$ cat config.mk
export PLATFORM = sky130hd
export DESIGN_NAME = date_distance_weekday_calc_top
export DESIGN_NICKNAME = d
export VERILOG_FILES = /design/src/hw/rtl/ddwc_pkg.sv /design/src/hw/rtl/ddwc_datapath.sv /design/src/hw/rtl/ddwc_ctrl.sv /design/src/hw/rtl/date_distance_weekday_calc_top.sv
export SDC_FILE = /design/constraint.sdc
export NUM_CORES = 1
export LEC_CHECK = 0
export ABC_CLOCK_PERIOD_IN_PS = 15100
export BUFFER_PORTS_ARGS = -buffer_cell sky130_fd_sc_hd__buf_2
export CORE_ASPECT_RATIO = 0.6
export CORE_MARGIN = 8
export CORE_UTILIZATION = 55
export DETAILED_ROUTE_END_ITERATION = 7
export PLACE_DENSITY = 0.73
export RECOVER_POWER = 25
export SYNTH_ARGS = -nofsm -noshare
export SYNTH_HDL_FRONTEND = slang
export SYNTH_SLANG_ARGS = --single-unit
$ cat constraint.sdc
create_clock -name aclk -period 15.1 [get_ports aclk]
set_input_delay 3.02 -clock aclk [delete_from_list [all_inputs] [get_ports aclk]]
set_output_delay 3.02 -clock aclk [all_outputs]
set_load 0.02 [all_outputs]
$ cat src/hw/rtl/ddwc_pkg.sv
// Shared types, constants and calendar functions for the date distance and
// weekday calculator. No dependencies; used by every other file of the block.
`default_nettype none

package ddwc_pkg;

    localparam int YEAR_W   = 15;
    localparam int MONTH_W  = 4;
    localparam int DAY_W    = 5;
    localparam int WDAY_W   = 3;
    localparam int DIST_W   = 23;
    localparam int DNUM_W   = 26;  // day numbers and their difference
    localparam int MAG_W    = 25;  // magnitude of a difference
    localparam int MOD_DIGITS = 9; // octal digits that cover a magnitude
    localparam int MOD_W    = 3 * MOD_DIGITS;

    localparam logic signed [YEAR_W-1:0] YEAR_MIN = -15'sd10000;
    localparam logic signed [YEAR_W-1:0] YEAR_MAX = 15'sd12000;
    localparam logic [DIST_W-1:0] DAYS_AWAY_MAX = 23'h7FFFFF;
    localparam logic [WDAY_W-1:0] WEEK_LEN = 3'd7;

    typedef enum logic [1:0] {
        STATUS_SAME    = 2'd0,
        STATUS_FUTURE  = 2'd1,
        STATUS_PAST    = 2'd2,
        STATUS_INVALID = 2'd3
    } ddwc_status_t;

    typedef enum logic [2:0] {
        ST_IDLE,
        ST_CALC_T,
        ST_CALC_S,
        ST_PREP,
        ST_MOD,
        ST_DONE
    } ddwc_state_t;

    typedef enum logic [1:0] {
        REG_START_YEAR    = 2'd0,
        REG_START_MONTH   = 2'd1,
        REG_START_DAY     = 2'd2,
        REG_START_WEEKDAY = 2'd3
    } ddwc_reg_t;

    typedef struct packed {
        logic load_in;
        logic calc_t;
        logic calc_s;
        logic prep;
        logic mod_step;
        logic load_out;
    } ddwc_cmd_t;

    typedef struct packed {
        logic invalid;
    } ddwc_stat_t;

    function automatic logic [8:0] days_before_month(input logic [MONTH_W-1:0] m);
        logic [8:0] r;
        case (m)
            4'd1:    r = 9'd0;
            4'd2:    r = 9'd31;
            4'd3:    r = 9'd59;
            4'd4:    r = 9'd90;
            4'd5:    r = 9'd120;
            4'd6:    r = 9'd151;
            4'd7:    r = 9'd181;
            4'd8:    r = 9'd212;
            4'd9:    r = 9'd243;
            4'd10:   r = 9'd273;
            4'd11:   r = 9'd304;
            4'd12:   r = 9'd334;
            default: r = 9'd0;
        endcase
        return r;
    endfunction

    function automatic logic [DAY_W-1:0] month_length(input logic [MONTH_W-1:0] m,
                                                      input logic leap);
        logic [DAY_W-1:0] r;
        case (m)
            4'd2:                       r = leap ? 5'd29 : 5'd28;
            4'd4, 4'd6, 4'd9, 4'd11:    r = 5'd30;
            4'd1, 4'd3, 4'd5, 4'd7,
            4'd8, 4'd10, 4'd12:         r = 5'd31;
            default:                    r = 5'd0;
        endcase
        return r;
    endfunction

    // Every year divisible by four is a leap year, negative years included.
    function automatic logic is_leap(input logic signed [YEAR_W-1:0] y);
        return (y[1:0] == 2'b00);
    endfunction

    // Linear day count; month must already be 1..12, day may be 0..31.
    function automatic logic signed [DNUM_W-1:0] day_number(
        input logic signed [YEAR_W-1:0]  y,
        input logic        [MONTH_W-1:0] m,
        input logic        [DAY_W-1:0]   d
    );
        logic signed [DNUM_W-1:0] y_ext;
        logic signed [DNUM_W-1:0] prod;
        logic signed [DNUM_W-1:0] quarter;
        logic signed [DNUM_W-1:0] n;
        y_ext   = DNUM_W'(y);
        prod    = y_ext * 26'sd365;
        // The offset keeps the sum positive so the shift is a true floor.
        quarter = (y_ext + 26'sd20003) >>> 2;
        n = prod + quarter - 26'sd5000
            + $signed({{(DNUM_W-9){1'b0}}, days_before_month(m)})
            + $signed({{(DNUM_W-DAY_W){1'b0}}, d}) - 26'sd1;
        if (m > 4'd2 && is_leap(y)) begin
            n = n + 26'sd1;
        end
        return n;
    endfunction

endpackage

`default_nettype wire

$ cat src/hw/rtl/ddwc_datapath.sv
// Datapath of the date calculator: input capture, day numbers, difference,
// modulo-7 remainder by octal digit folding and the result register. Uses ddwc_pkg.
`default_nettype none

module ddwc_datapath (
    input  wire logic                               aclk,
    input  wire ddwc_pkg::ddwc_cmd_t                cmd,
    output ddwc_pkg::ddwc_stat_t                    stat,
    input  wire logic signed [ddwc_pkg::YEAR_W-1:0] in_year,
    input  wire logic [ddwc_pkg::MONTH_W-1:0]       in_month,
    input  wire logic [ddwc_pkg::DAY_W-1:0]         in_day,
    input  wire logic signed [ddwc_pkg::YEAR_W-1:0] start_year,
    input  wire logic [ddwc_pkg::MONTH_W-1:0]       start_month,
    input  wire logic [ddwc_pkg::DAY_W-1:0]         start_day,
    input  wire logic [ddwc_pkg::WDAY_W-1:0]        start_weekday,
    output logic [1:0]                              out_status,
    output logic [ddwc_pkg::DIST_W-1:0]             out_days_away,
    output logic [ddwc_pkg::WDAY_W-1:0]             out_weekday
);

    logic signed [ddwc_pkg::YEAR_W-1:0]  ty_reg;
    logic [ddwc_pkg::MONTH_W-1:0]        tm_reg;
    logic [ddwc_pkg::DAY_W-1:0]          td_reg;
    logic signed [ddwc_pkg::DNUM_W-1:0]  dn_t_reg;
    logic signed [ddwc_pkg::DNUM_W-1:0]  diff_reg;
    logic [ddwc_pkg::MAG_W-1:0]          mag_reg;
    logic [ddwc_pkg::DIST_W-1:0]         dist_reg;
    logic                                neg_reg;
    logic                                zero_reg;
    logic                                invalid_reg;
    logic [ddwc_pkg::WDAY_W-1:0]         rem_reg;
    logic [1:0]                          status_reg;
    logic [ddwc_pkg::DIST_W-1:0]         days_reg;
    logic [ddwc_pkg::WDAY_W-1:0]         wday_reg;

    logic [ddwc_pkg::MONTH_W-1:0]        sm_clamped;
    logic signed [ddwc_pkg::YEAR_W-1:0]  dn_y;
    logic [ddwc_pkg::MONTH_W-1:0]        dn_m;
    logic [ddwc_pkg::DAY_W-1:0]          dn_d;
    logic signed [ddwc_pkg::DNUM_W-1:0]  dn_val;
    logic                                target_ok;
    logic [ddwc_pkg::DAY_W-1:0]          tlen;
    logic [ddwc_pkg::MAG_W-1:0]          mag_abs;
    logic [ddwc_pkg::MOD_W-1:0]          mag_pad;
    logic [5:0]                          digit_sum;
    logic [ddwc_pkg::WDAY_W:0]           rem_fold;
    logic [ddwc_pkg::WDAY_W-1:0]         rem_next;
    logic [ddwc_pkg::WDAY_W-1:0]         sw7;
    logic [ddwc_pkg::WDAY_W:0]           wd_sum;
    logic [ddwc_pkg::WDAY_W-1:0]         wd_val;

    always_comb begin
        if (start_month == 4'd0) begin
            sm_clamped = 4'd1;
        end else if (start_month > 4'd12) begin
            sm_clamped = 4'd12;
        end else begin
            sm_clamped = start_month;
        end
        // One day-number unit, shared by target and start date.
        dn_y   = cmd.calc_s ? start_year : ty_reg;
        dn_m   = cmd.calc_s ? sm_clamped : tm_reg;
        dn_d   = cmd.calc_s ? start_day  : td_reg;
        dn_val = ddwc_pkg::day_number(dn_y, dn_m, dn_d);

        tlen      = ddwc_pkg::month_length(tm_reg, ddwc_pkg::is_leap(ty_reg));
        target_ok = (ty_reg >= ddwc_pkg::YEAR_MIN) && (ty_reg <= ddwc_pkg::YEAR_MAX)
                    && (tm_reg inside {[4'd1:4'd12]})
                    && (td_reg >= 5'd1) && (td_reg <= tlen);

        mag_abs = diff_reg[ddwc_pkg::DNUM_W-1] ? ddwc_pkg::MAG_W'(-diff_reg)
                                               : ddwc_pkg::MAG_W'(diff_reg);

        // Eight is one modulo seven, so the octal digits sum to the same remainder.
        mag_pad   = ddwc_pkg::MOD_W'(mag_reg);
        digit_sum = '0;
        for (int i = 0; i < ddwc_pkg::MOD_DIGITS; i++) begin
            digit_sum = digit_sum + 6'(mag_pad[3*i +: 3]);
        end
        rem_fold = {1'b0, digit_sum[5:3]} + {1'b0, digit_sum[2:0]};
        if (rem_fold >= 4'd14) begin
            rem_next = 3'd0;
        end else if (rem_fold >= {1'b0, ddwc_pkg::WEEK_LEN}) begin
            rem_next = ddwc_pkg::WDAY_W'(rem_fold - {1'b0, ddwc_pkg::WEEK_LEN});
        end else begin
            rem_next = ddwc_pkg::WDAY_W'(rem_fold);
        end

        sw7 = (start_weekday == ddwc_pkg::WEEK_LEN) ? 3'd0 : start_weekday;
        // Going back in time subtracts the remainder, going forward adds it.
        if (neg_reg) begin
            wd_sum = {1'b0, sw7} + {1'b0, ddwc_pkg::WEEK_LEN} - {1'b0, rem_reg};
        end else begin
            wd_sum = {1'b0, sw7} + {1'b0, rem_reg};
        end
        wd_val = (wd_sum >= {1'b0, ddwc_pkg::WEEK_LEN})
                 ? ddwc_pkg::WDAY_W'(wd_sum - {1'b0, ddwc_pkg::WEEK_LEN})
                 : ddwc_pkg::WDAY_W'(wd_sum);
    end

    always_ff @(posedge aclk) begin
        if (cmd.load_in) begin
            ty_reg <= in_year;
            tm_reg <= in_month;
            td_reg <= in_day;
        end
        if (cmd.calc_t) begin
            dn_t_reg    <= dn_val;
            invalid_reg <= !target_ok;
        end
        if (cmd.calc_s) begin
            diff_reg <= dn_t_reg - dn_val;
        end
        if (cmd.prep) begin
            mag_reg  <= mag_abs;
            neg_reg  <= diff_reg[ddwc_pkg::DNUM_W-1];
            zero_reg <= (diff_reg == '0);
            dist_reg <= (mag_abs > ddwc_pkg::MAG_W'(ddwc_pkg::DAYS_AWAY_MAX))
                        ? ddwc_pkg::DAYS_AWAY_MAX : ddwc_pkg::DIST_W'(mag_abs);
        end
        if (cmd.mod_step) begin
            rem_reg <= rem_next;
        end
        if (cmd.load_out) begin
            if (invalid_reg) begin
                status_reg <= ddwc_pkg::STATUS_INVALID;
                days_reg   <= '0;
                wday_reg   <= '0;
            end else begin
                if (zero_reg) begin
                    status_reg <= ddwc_pkg::STATUS_SAME;
                end else if (neg_reg) begin
                    status_reg <= ddwc_pkg::STATUS_PAST;
                end else begin
                    status_reg <= ddwc_pkg::STATUS_FUTURE;
                end
                days_reg <= dist_reg;
                wday_reg <= wd_val;
            end
        end
    end

    assign stat.invalid  = !target_ok;
    assign out_status    = status_reg;
    assign out_days_away = days_reg;
    assign out_weekday   = wday_reg;

endmodule

`default_nettype wire

$ cat src/hw/rtl/ddwc_ctrl.sv
// Controller of the date calculator: sequences the datapath for one item and
// owns the input ready and output valid flags. Uses ddwc_pkg.
`default_nettype none

module ddwc_ctrl (
    input  wire logic                aclk,
    input  wire logic                aresetn,
    input  wire logic                s_tvalid,
    output logic                     s_tready,
    output logic                     m_tvalid,
    input  wire logic                m_tready,
    output ddwc_pkg::ddwc_cmd_t      cmd,
    input  wire ddwc_pkg::ddwc_stat_t stat
);

    ddwc_pkg::ddwc_state_t          state_reg, state_next;
    logic                           m_tvalid_reg, m_tvalid_next;

    always_ff @(posedge aclk) begin
        if (!aresetn) begin
            state_reg    <= ddwc_pkg::ST_IDLE;
            m_tvalid_reg <= 1'b0;
        end else begin
            state_reg    <= state_next;
            m_tvalid_reg <= m_tvalid_next;
        end
    end

    always_comb begin
        state_next = state_reg;
        cmd        = '0;
        s_tready   = 1'b0;
        case (state_reg)
            ddwc_pkg::ST_IDLE: begin
                s_tready    = 1'b1;
                cmd.load_in = s_tvalid;
                if (s_tvalid) begin
                    state_next = ddwc_pkg::ST_CALC_T;
                end
            end
            ddwc_pkg::ST_CALC_T: begin
                cmd.calc_t = 1'b1;
                state_next = stat.invalid ? ddwc_pkg::ST_DONE : ddwc_pkg::ST_CALC_S;
            end
            ddwc_pkg::ST_CALC_S: begin
                cmd.calc_s = 1'b1;
                state_next = ddwc_pkg::ST_PREP;
            end
            ddwc_pkg::ST_PREP: begin
                cmd.prep   = 1'b1;
                state_next = ddwc_pkg::ST_MOD;
            end
            ddwc_pkg::ST_MOD: begin
                cmd.mod_step = 1'b1;
                state_next   = ddwc_pkg::ST_DONE;
            end
            ddwc_pkg::ST_DONE: begin
                // Wait until the previous result has been taken.
                if (!m_tvalid_reg || m_tready) begin
                    cmd.load_out = 1'b1;
                    state_next   = ddwc_pkg::ST_IDLE;
                end
            end
            default: begin
                state_next = ddwc_pkg::ST_IDLE;
            end
        endcase
        if (cmd.load_out) begin
            m_tvalid_next = 1'b1;
        end else if (m_tready) begin
            m_tvalid_next = 1'b0;
        end else begin
            m_tvalid_next = m_tvalid_reg;
        end
    end

    assign m_tvalid = m_tvalid_reg;

    a_load_out_free: assert property (@(posedge aclk) disable iff (!aresetn)
        cmd.load_out |-> (!m_tvalid_reg || m_tready))
        else $error("result register overwritten while still held");

    a_accept_starts: assert property (@(posedge aclk) disable iff (!aresetn)
        (s_tvalid && s_tready) |=> (state_reg == ddwc_pkg::ST_CALC_T))
        else $error("accepted item did not start the day-number step");

    a_mod_single: assert property (@(posedge aclk) disable iff (!aresetn)
        (state_reg == ddwc_pkg::ST_PREP) |=>
            (state_reg == ddwc_pkg::ST_MOD) ##1 (state_reg == ddwc_pkg::ST_DONE))
        else $error("remainder step did not lead to the done step");

    a_valid_source: assert property (@(posedge aclk) disable iff (!aresetn)
        $rose(m_tvalid_reg) |-> $past(state_reg == ddwc_pkg::ST_DONE))
        else $error("result shown outside the done step");

endmodule

`default_nettype wire

$ cat src/hw/rtl/date_distance_weekday_calc_top.sv
// Each item is a target date; the block returns whether it lies before, on or
// after the configured start date, the distance in days (saturating at
// 8388607) and the target's weekday. After acceptance a valid item passes
// through these steps in order: the target and then the start day number
// on the shared day-number unit, the magnitude, the modulo-7 remainder that
// yields the weekday, and the load of the result. An invalid target goes
// from its day-number step straight to the load of the result. The input is
// ready again in the cycle after the result is loaded. A new item is
// accepted while the last result waits; it then stalls before its own result
// until the waiting one is taken, and no further item is accepted meanwhile.
// Top level: configuration registers and stream packing. Instantiates
// ddwc_ctrl and ddwc_datapath; uses ddwc_pkg.
`default_nettype none

module date_distance_weekday_calc_top (
    input  wire logic        aclk,
    input  wire logic        aresetn,
    input  wire logic        s_tvalid,
    output logic             s_tready,
    // target_year [14:0], target_month [18:15], target_day [23:19]
    input  wire logic [23:0] s_tdata,
    output logic             m_tvalid,
    input  wire logic        m_tready,
    // status [1:0], days_away [24:2], target_weekday [27:25], zeros above
    output logic [31:0]      m_tdata,
    input  wire logic        cfg_wr_en,
    input  wire logic [1:0]  cfg_addr,
    input  wire logic [14:0] cfg_wr_data
);

    logic signed [ddwc_pkg::YEAR_W-1:0] start_year_reg;
    logic [ddwc_pkg::MONTH_W-1:0]       start_month_reg;
    logic [ddwc_pkg::DAY_W-1:0]         start_day_reg;
    logic [ddwc_pkg::WDAY_W-1:0]        start_weekday_reg;

    ddwc_pkg::ddwc_cmd_t  cmd;
    ddwc_pkg::ddwc_stat_t stat;

    logic [1:0]                  out_status;
    logic [ddwc_pkg::DIST_W-1:0] out_days_away;
    logic [ddwc_pkg::WDAY_W-1:0] out_weekday;

    always_ff @(posedge aclk) begin
        if (!aresetn) begin
            start_year_reg    <= 15'sd2022;
            start_month_reg   <= 4'd1;
            start_day_reg     <= 5'd1;
            start_weekday_reg <= 3'd6;
        end else if (cfg_wr_en) begin
            case (ddwc_pkg::ddwc_reg_t'(cfg_addr))
                ddwc_pkg::REG_START_YEAR:    start_year_reg    <= $signed(cfg_wr_data);
                ddwc_pkg::REG_START_MONTH:   start_month_reg   <= cfg_wr_data[3:0];
                ddwc_pkg::REG_START_DAY:     start_day_reg     <= cfg_wr_data[4:0];
                ddwc_pkg::REG_START_WEEKDAY: start_weekday_reg <= cfg_wr_data[2:0];
                default: begin
                end
            endcase
        end
    end

    ddwc_ctrl u_ctrl (
        .aclk     (aclk),
        .aresetn  (aresetn),
        .s_tvalid (s_tvalid),
        .s_tready (s_tready),
        .m_tvalid (m_tvalid),
        .m_tready (m_tready),
        .cmd      (cmd),
        .stat     (stat)
    );

    ddwc_datapath u_datapath (
        .aclk          (aclk),
        .cmd           (cmd),
        .stat          (stat),
        .in_year       ($signed(s_tdata[14:0])),
        .in_month      (s_tdata[18:15]),
        .in_day        (s_tdata[23:19]),
        .start_year    (start_year_reg),
        .start_month   (start_month_reg),
        .start_day     (start_day_reg),
        .start_weekday (start_weekday_reg),
        .out_status    (out_status),
        .out_days_away (out_days_away),
        .out_weekday   (out_weekday)
    );

    assign m_tdata = {4'b0000, out_weekday, out_days_away, out_status};

endmodule

`default_nettype wire

==> flow_metrics.tcl <==
set metrics [dict create \
    drt_iter0_drc 914 \
    finClkSkew_ns 0.0103 \
    n_antenna_cell 0 \
    die_x_um 236 \
    cp.arrival_ns 12.78 \
    io_buffers 75 \
    fp.dieH_um 148 \
    critPathKind "register to register" \
    final_max_slew_viol_count 79 \
    vias 10900 \
    cap_violations 2 \
    seq_area_frac_synth 0.335 \
    synth_area_sq_mm 0.0160 \
    top_layer_used "met4" \
    drt-total-wl_um 34100 \
    crit_fanout 39 \
    syn_inst 1507 \
    finalCriticalPeriod_ns 12.60 \
    numCtsBuffers 17 \
    clk-insertion-delay-late_ns 0.45 \
    tightest_slew_ns 2.26 \
    clk_pin_slew_ns 0.07 \
    async_reset_ff_frac 0 \
    final-setup-viol-count 0 \
    drive_gt1_frac 0.0965 \
    fp.dieArea_sq_mm 0.0350 \
    violations "max-capacitance violations, max-slew violations" \
    yosysWarnings 0 \
    area_growth_pct 8.03 \
    post-route-period-util 0.834 \
    clockBufferDepth 2 \
    ctsResizeCount 0 \
    ys_ff_latch 189 \
    crit_top_cell "inv_1" \
    holdCritPathClass "register to register" \
    cts_root_buf "clkbuf_16" \
    ant_nets 0 \
    dpl.hpwl_um 27700 \
    worstPathRequired_ns 15.29 \
    grt_max_degree 51 \
    gp_congestion 0.944 \
    slowest_delay_ns 0.88 \
    grt_pass1_vias 10900 \
    hold_buffers 0 \
    fin_setup_tns_ns 0 \
    fmax_mhz 79.4 \
    grt_remaining_overflow 0 \
    route.detailed.drc 0 \
    avgViaCountPerCell 5.57 \
    core_area_sq_mm 0.0287 \
    synth_edf_count 158 \
    drtPass1Iterations 8 \
    io_pins 80 \
    antenna_found_initial 0 \
    postCtsSetupBuffers 0 \
    initial_core_util 0.558 \
    status "finished with violations" \
    wl_met2_um 13600 \
    rows 48 \
    ys_types 94 \
    end_kind "register" \
    cp-start-kind "register" \
    avgSynthCellArea_sq_um 10.6 \
    wl_met3_um 2370 \
    slew_headroom -0.506 \
    htree_num_levels 4 \
    cts_tree "done" \
    m1WireLength_um 17900 \
    wl_per_cell_um 17.4 \
    grt_usage 0.199 \
    slowest_stage "nor3b_4" \
    cts.sinks 189 \
    synth-main-ff-cell "edfxtp_1" \
    nets 1910 \
    rsz0062_at_grt "no" \
    grt_pass1_wl_um 56600 \
    hold_viol 0 \
]
cells by family after synthesis:
logic type               synth area share
AND/OR/NAND/NOR                     0.124
buffers and inverters              0.0639
XOR/XNOR                           0.0669
adder cells (fa/ha/maj)             0.282
other                            0.000234
AO/OA/AOI/OAI                       0.102
flip-flops                          0.335
multiplexers                       0.0249
path summary, 6_finish.rpt:
| path | from | to | slack (ns) | cells after the start |
|---|---|---|---|---|
| setup / recovery | u_ctrl.state_reg[1] | u_datapath.diff_reg[25] | 2.50 | 39 |
| hold / removal | start_year_reg[3] | start_year_reg[3] | 0.47 | 2 |
| setup reg to reg | u_ctrl.state_reg[1] | u_datapath.diff_reg[25] | 2.50 | 39 |
| hold reg to reg | start_year_reg[3] | start_year_reg[3] | 0.47 | 2 |
placed cells by master, fill, tap and decap left out, types with 43 or more instances in the layout:
| cell type | n |
|---|---|
| nand2_1 | 108 |
| xnor2_1 | 76 |
| buf_2 | 75 |
| nor2_1 | 67 |
| inv_1 | 216 |
| o21ai_0 | 43 |
| fa_1 | 112 |
| a21oi_1 | 52 |
| nor2b_1 | 45 |
| ha_1 | 180 |
| edfxtp_1 | 158 |
worst max-delay path, delay by kind of cell, from the launching register on:
family / cells / cell delay, ns
and+or+nand+nor: 6 / 2.31
muxes: 1 / 0.46
xor gates and xnor gates: 3 / 0.55
AOI/OAI and AO/OA: 13 / 3.88
buffers and inverters: 7 / 1.07
DFF: 1 / 0.50
adders and majority gates: 9 / 3.55
per-layer routing:
metal,vias to the layer above,track usage
met5,-,0
met4,0,0.0373
met3,31,0.0508
met2,314,0.282
met1,5249,0.304
li1,5317,-
synthesized netlist by cell type, types with 6 or more instances:
master,n,area share
or3_1,33,0.013
nor3_1,19,0.0059
ha_1,180,0.14
mux2i_1,33,0.021
a21boi_0,12,0.0056
mux2_2,6,0.0042
o21a_1,15,0.0070
xnor2_1,78,0.043
xor2_1,33,0.018
nand2_1,108,0.025
and3_1,14,0.0055
o21ai_0,43,0.013
a21oi_1,52,0.016
dfxtp_1,31,0.039
buf_4,8,0.0038
nor2b_1,45,0.018
o211ai_1,9,0.0042
clkbuf_1,20,0.0047
a21o_1,21,0.0098
inv_1,216,0.051
nor2_1,67,0.016
nand4_1,9,0.0035
nand3_1,24,0.0075
a31oi_1,6,0.0023
o31ai_1,9,0.0042
nand2b_1,13,0.0051
fa_1,112,0.14
and2_1,8,0.0031
edfxtp_1,158,0.30
metrics by stage:
step                      hold slack (ns)  instance area (sq um)   util  setup WS [ns]  cells
after global routing                0.490                  17300  0.602           1.92   1960
after global placement              0.452                  16700  0.582           3.20   1928
final                               0.472                  17300  0.602           2.50   1960
after CTS                           0.470                  17300  0.603           2.63   1960
after detailed placement            0.459                  16700  0.582           2.69   1928
after floorplan                     0.424                  16000      -           3.29   1510
area by class of cell:
type                    instances  area [sq um]
clock buffers                  20           447
clock inverters                12           135
well taps                     375           469
flip-flops and latches        189          5370
repair buffers                 79           402
inverters                     218           818
fillers                      2397         11400
multi-input cells            1067          9660
Power is left out: the tool's default activity adds up to more than one toggle a clock period on the data nets, which glitch-free logic cannot reach.
